`config.mk`:
```
export PLATFORM = sky130hd
export DESIGN_NAME = two_list_sorted_merge
export DESIGN_NICKNAME = d
export VERILOG_FILES = /design/src/rtl/tlsm_pkg.sv /design/src/rtl/tlsm_ram.sv /design/src/rtl/tlsm_front.sv /design/src/rtl/tlsm_back.sv /design/src/rtl/two_list_sorted_merge.sv
export SDC_FILE = /design/constraint.sdc
export NUM_CORES = 2
export LEC_CHECK = 0
export BUFFER_PORTS_ARGS = -buffer_cell sky130_fd_sc_hd__buf_2
export CORE_MARGIN = 10
export CORE_UTILIZATION = 45
export CTS_CLUSTER_DIAMETER = 30
export DETAILED_ROUTE_END_ITERATION = 6
export HOLD_SLACK_MARGIN = 0.05
export PLACE_DENSITY = 0.6
export SYNTH_ARGS = -nofsm -noshare
export SYNTH_HDL_FRONTEND = slang
export SYNTH_SLANG_ARGS = --single-unit
```
`constraint.sdc`:
```
create_clock -name i_clk -period 6.9 [get_ports i_clk]
set_input_delay 1.38 -clock i_clk [delete_from_list [all_inputs] [get_ports i_clk]]
set_output_delay 1.38 -clock i_clk [all_outputs]
set_load 0.005 [all_outputs]
```
`src/rtl/tlsm_pkg.sv`:
```
`timescale 1ns / 1ps
`default_nettype none
package tlsm_pkg;

    // Default configuration
    localparam int LIST_DEPTH_DEF  = 32;
    localparam int VALUE_WIDTH_DEF = 32;

    // Fixed widths of the port fields
    localparam int FIELD_WIDTH  = 32;
    localparam int OPCODE_WIDTH = 2;

    // Input opcodes
    localparam logic [OPCODE_WIDTH-1:0] OP_APPEND_FIRST  = 2'd0;
    localparam logic [OPCODE_WIDTH-1:0] OP_APPEND_SECOND = 2'd1;
    localparam logic [OPCODE_WIDTH-1:0] OP_MERGE         = 2'd2;

    // Command kinds held in the queue between front and back
    typedef logic [1:0] t_kind;
    localparam t_kind KIND_FIRST  = 2'd0;
    localparam t_kind KIND_SECOND = 2'd1;
    localparam t_kind KIND_MERGE  = 2'd2;

    // Head of the command queue as seen by the back end
    typedef struct packed {
        logic  valid;
        t_kind kind;
    } t_q_head;

endpackage
`default_nettype wire

```
`src/rtl/tlsm_ram.sv`:
```
`timescale 1ns / 1ps
`default_nettype none
module tlsm_ram #(
    parameter int WIDTH = 32,
    parameter int DEPTH = 32,
    localparam int AW   = (DEPTH > 1) ? $clog2(DEPTH) : 1
) (
    input  wire logic             i_clk,
    input  wire logic             i_we,
    input  wire logic [AW-1:0]    i_waddr,
    input  wire logic [WIDTH-1:0] i_wdata,
    input  wire logic [AW-1:0]    i_raddr,
    output logic      [WIDTH-1:0] o_rdata
);

    logic [WIDTH-1:0] r_mem [DEPTH];

    // One write port, one registered read port
    always_ff @(posedge i_clk) begin
        if (i_we) begin
            r_mem[i_waddr] <= i_wdata;
        end
        o_rdata <= r_mem[i_raddr];
    end

endmodule
`default_nettype wire

```
`src/rtl/tlsm_front.sv`:
```
`timescale 1ns / 1ps
`default_nettype none
module tlsm_front #(
    parameter int VALUE_WIDTH = tlsm_pkg::VALUE_WIDTH_DEF
) (
    input  wire logic                               i_clk,
    input  wire logic                               i_rst_n,
    input  wire logic                               i_valid,
    input  wire logic [tlsm_pkg::OPCODE_WIDTH-1:0]  i_opcode,
    input  wire logic [tlsm_pkg::FIELD_WIDTH-1:0]   i_element,
    output logic                                    o_stall,
    output tlsm_pkg::t_q_head                       o_head,
    output logic      [VALUE_WIDTH-1:0]             o_head_value,
    input  wire logic                               i_pop
);
    import tlsm_pkg::*;

    localparam int Q_DEPTH = 2;

    t_kind                  r_kind [Q_DEPTH];
    logic [VALUE_WIDTH-1:0] r_val  [Q_DEPTH];
    logic                   r_wr_ptr;
    logic                   r_rd_ptr;
    logic [1:0]             r_cnt;

    t_kind                  cls_kind;
    logic                   cls_keep;
    logic                   push;
    logic [VALUE_WIDTH-1:0] in_val;

    // Element narrowed or zero-extended to the value width
    generate
        if (VALUE_WIDTH <= FIELD_WIDTH) begin : g_narrow
            assign in_val = i_element[VALUE_WIDTH-1:0];
        end else begin : g_wide
            assign in_val = {{(VALUE_WIDTH - FIELD_WIDTH){1'b0}}, i_element};
        end
    endgenerate

    // Classify the opcode; the unused code is taken and discarded
    always_comb begin
        cls_kind = KIND_MERGE;
        cls_keep = 1'b1;
        unique case (i_opcode)
            OP_APPEND_FIRST:  cls_kind = KIND_FIRST;
            OP_APPEND_SECOND: cls_kind = KIND_SECOND;
            OP_MERGE:         cls_kind = KIND_MERGE;
            default:          cls_keep = 1'b0;
        endcase
    end

    assign o_stall = (r_cnt == 2'(Q_DEPTH));
    assign push    = i_valid && !o_stall && cls_keep;

    // Queue pointers and fill count
    always_ff @(posedge i_clk) begin
        if (!i_rst_n) begin
            r_wr_ptr <= 1'b0;
            r_rd_ptr <= 1'b0;
            r_cnt    <= 2'd0;
        end else begin
            if (push) begin
                r_wr_ptr <= ~r_wr_ptr;
            end
            if (i_pop) begin
                r_rd_ptr <= ~r_rd_ptr;
            end
            r_cnt <= r_cnt + 2'(push) - 2'(i_pop);
        end
    end

    // Queue payload
    always_ff @(posedge i_clk) begin
        if (push) begin
            r_kind[r_wr_ptr] <= cls_kind;
            r_val[r_wr_ptr]  <= in_val;
        end
    end

    assign o_head       = '{valid: (r_cnt != 2'd0), kind: r_kind[r_rd_ptr]};
    assign o_head_value = r_val[r_rd_ptr];

endmodule
`default_nettype wire

```
`src/rtl/tlsm_back.sv`:
```
`timescale 1ns / 1ps
`default_nettype none
module tlsm_back #(
    parameter int LIST_DEPTH  = tlsm_pkg::LIST_DEPTH_DEF,
    parameter int VALUE_WIDTH = tlsm_pkg::VALUE_WIDTH_DEF
) (
    input  wire logic                              i_clk,
    input  wire logic                              i_rst_n,
    input  wire tlsm_pkg::t_q_head                 i_head,
    input  wire logic [VALUE_WIDTH-1:0]            i_head_value,
    output logic                                   o_pop,
    input  wire logic                              i_stall,
    output logic                                   o_valid,
    output logic      [tlsm_pkg::FIELD_WIDTH-1:0]  o_merged_value,
    output logic                                   o_last_of_run,
    output logic                                   o_overflow_seen
);
    import tlsm_pkg::*;

    localparam int AW = (LIST_DEPTH > 1) ? $clog2(LIST_DEPTH) : 1;
    localparam int CW = $clog2(LIST_DEPTH + 1);

    localparam logic ST_IDLE = 1'b0;
    localparam logic ST_EMIT = 1'b1;

    logic                   r_state, n_state;
    logic [CW-1:0]          r_c1, n_c1;
    logic [CW-1:0]          r_c2, n_c2;
    logic [CW-1:0]          r_i, n_i;
    logic [CW-1:0]          r_j, n_j;
    logic                   r_dropped, n_dropped;
    logic                   r_out_valid, n_out_valid;
    logic [VALUE_WIDTH-1:0] r_out_val, n_out_val;
    logic                   r_out_last, n_out_last;
    logic                   r_out_ovf, n_out_ovf;

    logic                   we1, we2;
    logic [VALUE_WIDTH-1:0] rd1, rd2;
    logic                   have1, have2, take1, is_last, can_out, emit_fire;
    logic [CW:0]            done_n, total;
    logic                   room1, room2;

    // List storage; the read address is the next index so data lines up with r_i/r_j
    tlsm_ram #(.WIDTH(VALUE_WIDTH), .DEPTH(LIST_DEPTH)) u_ram_first (
        .i_clk   (i_clk),
        .i_we    (we1),
        .i_waddr (r_c1[AW-1:0]),
        .i_wdata (i_head_value),
        .i_raddr (n_i[AW-1:0]),
        .o_rdata (rd1)
    );

    tlsm_ram #(.WIDTH(VALUE_WIDTH), .DEPTH(LIST_DEPTH)) u_ram_second (
        .i_clk   (i_clk),
        .i_we    (we2),
        .i_waddr (r_c2[AW-1:0]),
        .i_wdata (i_head_value),
        .i_raddr (n_j[AW-1:0]),
        .o_rdata (rd2)
    );

    assign room1 = (r_c1 < CW'(LIST_DEPTH));
    assign room2 = (r_c2 < CW'(LIST_DEPTH));
    assign o_pop = i_head.valid && (r_state == ST_IDLE);
    assign we1   = o_pop && (i_head.kind == KIND_FIRST) && room1;
    assign we2   = o_pop && (i_head.kind == KIND_SECOND) && room2;

    // Merge selection: first head wins only when strictly less
    assign have1     = (r_i < r_c1);
    assign have2     = (r_j < r_c2);
    assign take1     = have1 && (!have2 || ($signed(rd1) < $signed(rd2)));
    assign done_n    = {1'b0, r_i} + {1'b0, r_j} + (CW + 1)'(1);
    assign total     = {1'b0, r_c1} + {1'b0, r_c2};
    assign is_last   = (done_n == total);
    assign can_out   = !r_out_valid || !i_stall;
    assign emit_fire = (r_state == ST_EMIT) && can_out;

    // Next-state logic
    always_comb begin
        n_state     = r_state;
        n_c1        = r_c1;
        n_c2        = r_c2;
        n_i         = r_i;
        n_j         = r_j;
        n_dropped   = r_dropped;
        n_out_valid = r_out_valid && i_stall;
        n_out_val   = r_out_val;
        n_out_last  = r_out_last;
        n_out_ovf   = r_out_ovf;

        unique case (r_state)
            ST_IDLE: begin
                if (o_pop) begin
                    unique case (i_head.kind)
                        KIND_FIRST: begin
                            if (room1) begin
                                n_c1 = r_c1 + CW'(1);
                            end else begin
                                n_dropped = 1'b1;
                            end
                        end
                        KIND_SECOND: begin
                            if (room2) begin
                                n_c2 = r_c2 + CW'(1);
                            end else begin
                                n_dropped = 1'b1;
                            end
                        end
                        default: begin
                            // Merge of two empty lists only clears the flag
                            n_i = '0;
                            n_j = '0;
                            if (r_c1 == '0 && r_c2 == '0) begin
                                n_dropped = 1'b0;
                            end else begin
                                n_state = ST_EMIT;
                            end
                        end
                    endcase
                end
            end
            ST_EMIT: begin
                if (can_out) begin
                    n_out_valid = 1'b1;
                    n_out_val   = take1 ? rd1 : rd2;
                    n_out_last  = is_last;
                    n_out_ovf   = r_dropped;
                    if (take1) begin
                        n_i = r_i + CW'(1);
                    end else begin
                        n_j = r_j + CW'(1);
                    end
                    if (is_last) begin
                        n_state   = ST_IDLE;
                        n_i       = '0;
                        n_j       = '0;
                        n_c1      = '0;
                        n_c2      = '0;
                        n_dropped = 1'b0;
                    end
                end
            end
            default: n_state = ST_IDLE;
        endcase
    end

    // Control registers
    always_ff @(posedge i_clk) begin
        if (!i_rst_n) begin
            r_state     <= ST_IDLE;
            r_c1        <= '0;
            r_c2        <= '0;
            r_i         <= '0;
            r_j         <= '0;
            r_dropped   <= 1'b0;
            r_out_valid <= 1'b0;
        end else begin
            r_state     <= n_state;
            r_c1        <= n_c1;
            r_c2        <= n_c2;
            r_i         <= n_i;
            r_j         <= n_j;
            r_dropped   <= n_dropped;
            r_out_valid <= n_out_valid;
        end
    end

    // Output payload
    always_ff @(posedge i_clk) begin
        r_out_val  <= n_out_val;
        r_out_last <= n_out_last;
        r_out_ovf  <= n_out_ovf;
    end

    assign o_valid         = r_out_valid;
    assign o_last_of_run   = r_out_last;
    assign o_overflow_seen = r_out_ovf;

    generate
        if (VALUE_WIDTH >= FIELD_WIDTH) begin : g_out_narrow
            assign o_merged_value = r_out_val[FIELD_WIDTH-1:0];
        end else begin : g_out_wide
            assign o_merged_value = {{(FIELD_WIDTH - VALUE_WIDTH){1'b0}}, r_out_val};
        end
    endgenerate

`ifndef ASSERT_OFF
    a_emit_has_work: assert property (@(posedge i_clk) disable iff (!i_rst_n)
        (r_state == ST_EMIT) |-> (have1 || have2))
        else $error("merge running with both lists exhausted");

    a_count_bound: assert property (@(posedge i_clk) disable iff (!i_rst_n)
        (r_c1 <= CW'(LIST_DEPTH)) && (r_c2 <= CW'(LIST_DEPTH)))
        else $error("list count beyond depth");

    a_done_clears: assert property (@(posedge i_clk) disable iff (!i_rst_n)
        (emit_fire && is_last) |=> (r_c1 == '0 && r_c2 == '0 && !r_dropped))
        else $error("lists not emptied after final transfer");

    a_no_pop_in_emit: assert property (@(posedge i_clk) disable iff (!i_rst_n)
        (r_state == ST_EMIT) |-> !o_pop)
        else $error("command popped during merge");
`endif

endmodule
`default_nettype wire

```
`src/rtl/two_list_sorted_merge.sv`:
```
// Two-list sorted merge.
// Input channel (i_valid / o_stall, i_opcode, i_element): opcode 0 appends the
// element to the first list, 1 to the second, 2 merges; code 3 is taken and
// ignored. Output channel (o_valid / i_stall): one transfer per merged element,
// o_last_of_run on the final one, o_overflow_seen set on all of them if an
// append was dropped on a full list since the previous merge.
// Throughput: one append per cycle while the queue has room. A merge of N + M
// elements passes a start state, then streams one element per cycle while the
// output is not stalled, read from the single registered read port of each list
// memory. Commands pass through a two-entry queue, so the input keeps taking
// items while the back end works until the queue fills. With the back end idle,
// a merge passes the queue, the start state with its read and the output register.
// A stalled output holds its element; the merge pauses and the queue fills.
// Reset (synchronous, active low) empties both lists, the queue and the drop
// flag and needs no clearing pass; list memory contents are never read unwritten.
`timescale 1ns / 1ps
`default_nettype none
module two_list_sorted_merge #(
    parameter int LIST_DEPTH  = tlsm_pkg::LIST_DEPTH_DEF,
    parameter int VALUE_WIDTH = tlsm_pkg::VALUE_WIDTH_DEF
) (
    input  wire logic                              i_clk,
    input  wire logic                              i_rst_n,
    input  wire logic                              i_valid,
    output logic                                   o_stall,
    input  wire logic [tlsm_pkg::OPCODE_WIDTH-1:0] i_opcode,
    input  wire logic [tlsm_pkg::FIELD_WIDTH-1:0]  i_element,
    output logic                                   o_valid,
    input  wire logic                              i_stall,
    output logic      [tlsm_pkg::FIELD_WIDTH-1:0]  o_merged_value,
    output logic                                   o_last_of_run,
    output logic                                   o_overflow_seen
);
    import tlsm_pkg::*;

    t_q_head                head;
    logic [VALUE_WIDTH-1:0] head_value;
    logic                   pop;

    // Front end: accept, classify, queue
    tlsm_front #(.VALUE_WIDTH(VALUE_WIDTH)) u_front (
        .i_clk        (i_clk),
        .i_rst_n      (i_rst_n),
        .i_valid      (i_valid),
        .i_opcode     (i_opcode),
        .i_element    (i_element),
        .o_stall      (o_stall),
        .o_head       (head),
        .o_head_value (head_value),
        .i_pop        (pop)
    );

    // Back end: list storage and merge engine
    tlsm_back #(.LIST_DEPTH(LIST_DEPTH), .VALUE_WIDTH(VALUE_WIDTH)) u_back (
        .i_clk           (i_clk),
        .i_rst_n         (i_rst_n),
        .i_head          (head),
        .i_head_value    (head_value),
        .o_pop           (pop),
        .i_stall         (i_stall),
        .o_valid         (o_valid),
        .o_merged_value  (o_merged_value),
        .o_last_of_run   (o_last_of_run),
        .o_overflow_seen (o_overflow_seen)
    );

endmodule
`default_nettype wire
```
==> summary.txt <==
Status
  • Status: finished, final reports clean

Logic synthesis
  • Synth cell count leaders: 2150 x edfxtp_1, 1026 x nand2_1, 353 x and3_1, 320 x a211oi_1, 276 x clkbuf_1
  • FFs w/ async S/R, synth: 0%
  • #FFs+latches synth: between 2000 and 2500
  • Leading area contributor after synthesis: edfxtp_1
  • Synth top area share: 72.7%
  • Most numerous cell in the Yosys netlist: edfxtp_1
  • Post-synth net total: approximately 6000
  • Area contributors post-synth: edfxtp_1 73%, nand2_1 4.3%, a211oi_1 2.7%, and3_1 2.5%, dfxtp_1 2.2%
  • Sequential fraction of the synthesis area: 74.9%
  • Number of synthesized flops with an enable pin: 2150
  • YS warnings: 0
  • Synthesized area per cell: ~15 um2
  • Main synth FF type: edfxtp_1
  • Synth Instances: 6019
  • Syn Std Cell Area: a little under 90000 um2
  • Post-synthesis cell type count: 72

Setup path
  • Req. time, crit path: 7690 ps
  • Setup CP Type: flip-flop to flip-flop
  • Buf/Inv on CP: 3
  • Max FO, Critical Path: 68
  • Startpoint types: flip-flop
  • Critical Path AT: around 7000 ps
  • Crit path capture type: flip-flop
  • Reg-to-reg setup timing slack: 670 ps
  • Crit-path max cell delay: 870 ps
  • CP cell instances: inv_1, ha_1, and3_1, a221o_1, a22oi_2, a211oi_1, or4_1, o2111ai_1, and3_4, buf_4, buf_4, and3_1, a31oi_1, o21ai_0, a32oi_1
  • CP max stage cell: and3_4
  • Worst path top cell family by delay: compound AO/OA/AOI/OAI gates

Final layout
  • Final std cells w/o fill: roughly 9300
  • Syn-to-layout area delta: 22.1%
  • Share of cells above drive strength 1: 18.5%
  • Filler cells: 15200
  • Layout Nets: 6441

Timing
  • Total negative slack: 0 ps
  • Slew @ Worst Pin: 1260 ps
  • Slew Limit Fails: 0
  • Final period utilization: about nine tenths
  • Worst rel slew slack: 15.6%
  • RSZ-0062 raised after global routing: no
  • Skew final: 73.8 ps
  • Hold Violations, Final: 0
  • Final setup violation count: 0
  • Min Clock Period, post-route: 6230 ps
  • Fmax: 0.160 GHz

Power
  • P_leak: approximately 0.036 uW
  • Internal power: about 31000 uW
  • Net Sw Power: about 10000 uW
  • PwrDens: 384 nW/um2
  • Clk pwr share: 51.8%
  • Switching part of the total: between 20% and 30%
  • VDD IR-drop max: about 0.28 mV
  • Gate power share: between 8 and 9%
  • Sequential share of power: 39.5%

Detailed routing
  • Detailed Route WL: 276000 um
  • Pre-antenna DRT Iters: 5
  • Routed Antenna Nets: 0
  • DR DRC count: 0
  • DRT iter0 DRCs: 7749
  • Routed len/inst: 29.6 um
  • Vias: ~57000
  • Via-to-Cell Ratio: roughly 6

Global routing
  • Largest net degree at the start of global routing: 174
  • Vias in the first global route: about 55000
  • First-pass GRT wire length: between 300000 and 400000 um
  • GR Overflow Total: 0
  • GRT Total Usage: roughly a quarter
  • Initial antenna violation count: 16

Clocking
  • CTS tree: done
  • Post-CTS sizing: 0
  • H-tree depth: 5
  • Setup Buffers After CTS: 0
  • Clk sink count: 2246
  • CTS Hold Bufs: 0
  • CTS max path bufs: 4
  • CTS root buffer: clkbuf_16
  • TritonCTS Buffers: 441
  • Clock Pin Slew Worst Setup and Hold Paths: 60 ps
  • Clock latency on the worst-skew pair: approximately 980 ps

Die
  • Core area: 196000 um2
  • Die Wd: roughly 460 um
  • Initial Util: 45.4%
  • Die height: ~460 um
  • Num rows: 162
  • Io pins: 74
  • Die area: about 220000 um2

Placed design
  • PortBufs: 73
  • Inst Count DP: 8517
  • Routability cong.: 0.906
  • Dpl hpwl: 156000 um

Min path
  • Worst hold path type: flip-flop to flip-flop

Flow run
  • MaxCap Viol Count: 0
[through the flow]
step | total power, uW | hold slack, ps | instance area [um2] | utilization, % | setup slack (ps)
2_1_floorplan | 18200 | 430 | 88800 | - | 2470
3_3_place_gp | 20200 | 564 | 93300 | 47.7 | 672
3_5_place_dp | 20200 | 542 | 93300 | 47.7 | 725
4_1_cts | 41700 | 539 | 108000 | 55.4 | 701
5_1_grt | 42600 | 561 | 108000 | 55.4 | 443
6_report | 41600 | 536 | 108000 | 55.4 | 666
[cell usage in the layout, fill, tap and decap left out, drive strengths merged, types with 37 or more instances in the layout]
cell type,instances
a32oi,63
and3,353
buf,285
mux2i,169
o21ai,206
inv,91
a22oi,64
nand4,49
a31o,62
dfxtp,96
nor4,37
edfxtp,2150
a211oi,321
clkinvlp,43
bufinv,72
a21oi,156
nor2,95
clkinv,164
a31oi,159
nand3,186
clkbuf,491
ha,65
nand2,1028
[cells by family after synthesis]
| family | after synthesis | share of synthesized area, % |
|---|---|---|
| AO/OA/AOI/OAI | 1177 | 9.07 |
| XOR/XNOR | 22 | 0.233 |
| adder cells (fa/ha/maj) | 67 | 0.961 |
| buffers and inverters | 470 | 2.20 |
| flip-flops | 2246 | 74.9 |
| multiplexers | 236 | 3.18 |
| AND/OR/NAND/NOR | 1801 | 9.49 |
[worst min-delay path: cells and delay by family, from the launching register on]
kind,cells,cell delay (ps)
AND/OR/NAND/NOR,1,150
XOR/XNOR,1,80
flip-flops,1,310
[state kept, by name, indices dropped and copies added (netlist names), named ones only]
signal                       flops
u_back.r_state                   1
u_back.u_ram_first.r_mem      1024
u_back.r_dropped                 1
u_front.r_cnt                    2
u_back.r_c1                      6
u_back.r_c2                      6
u_back.o_merged_value           32
u_front.r_val                   64
u_front.r_kind                   4
u_back.r_j                       6
u_back.o_overflow_seen           1
u_back.o_last_of_run             1
u_back.u_ram_first.o_rdata      32
u_back.u_ram_second.r_mem     1024
u_front.r_rd_ptr                 1
u_back.r_i                       6
u_back.o_valid                   1
u_front.r_wr_ptr                 1
u_back.u_ram_second.o_rdata     32
[path summary, 6_finish.rpt]
check | from | to | depth (start not counted)
min reg2reg | u_front.r_rd_ptr | flip-flop | 2
max | u_back.u_ram_second.o_rdata[18] | u_back.u_ram_first.o_rdata[8] | 15
max reg2reg | u_back.u_ram_second.o_rdata[18] | u_back.u_ram_first.o_rdata[8] | 15
min | u_front.r_rd_ptr | flip-flop | 2
[routing by layer]
layer / track usage [%] / vias to the layer above / wire, um
met2: 36.7 / 3185 / 123000
met1: 34.2 / 28800 / 110000
li1: - / 24100 / -
met4: 11.3 / 4 / 12800
met3: 6.72 / 540 / 29800
met5: 0 / - / 25
[final cells by class]
type | count | area [um2] | share of cell area [%]
clock inverters | 311 | 3720 | 3.43
well taps | 2624 | 3280 | 3.03
inverters | 59 | 221 | 0.204
multi-input cells | 3303 | 21100 | 19.4
flip-flops and latches | 2246 | 66500 | 61.3
repair buffers | 285 | 2280 | 2.10
diodes | 6 | 15.0 | 0.0138
clock buffers | 491 | 11400 | 10.5
[power by group through the flow]
stage / sequential (uW) / clock, uW / combinational [uW]
5_1_grt: 16400 / 22400 / 3760
3_3_place_gp: 16700 / 0 / 3480
3_5_place_dp: 16700 / 0 / 3530
2_1_floorplan: 16500 / 0 / 1740
6_report: 16400 / 21600 / 3600
4_1_cts: 16400 / 21700 / 3550
No activity file was read; power rests on OpenSTA's default activity.
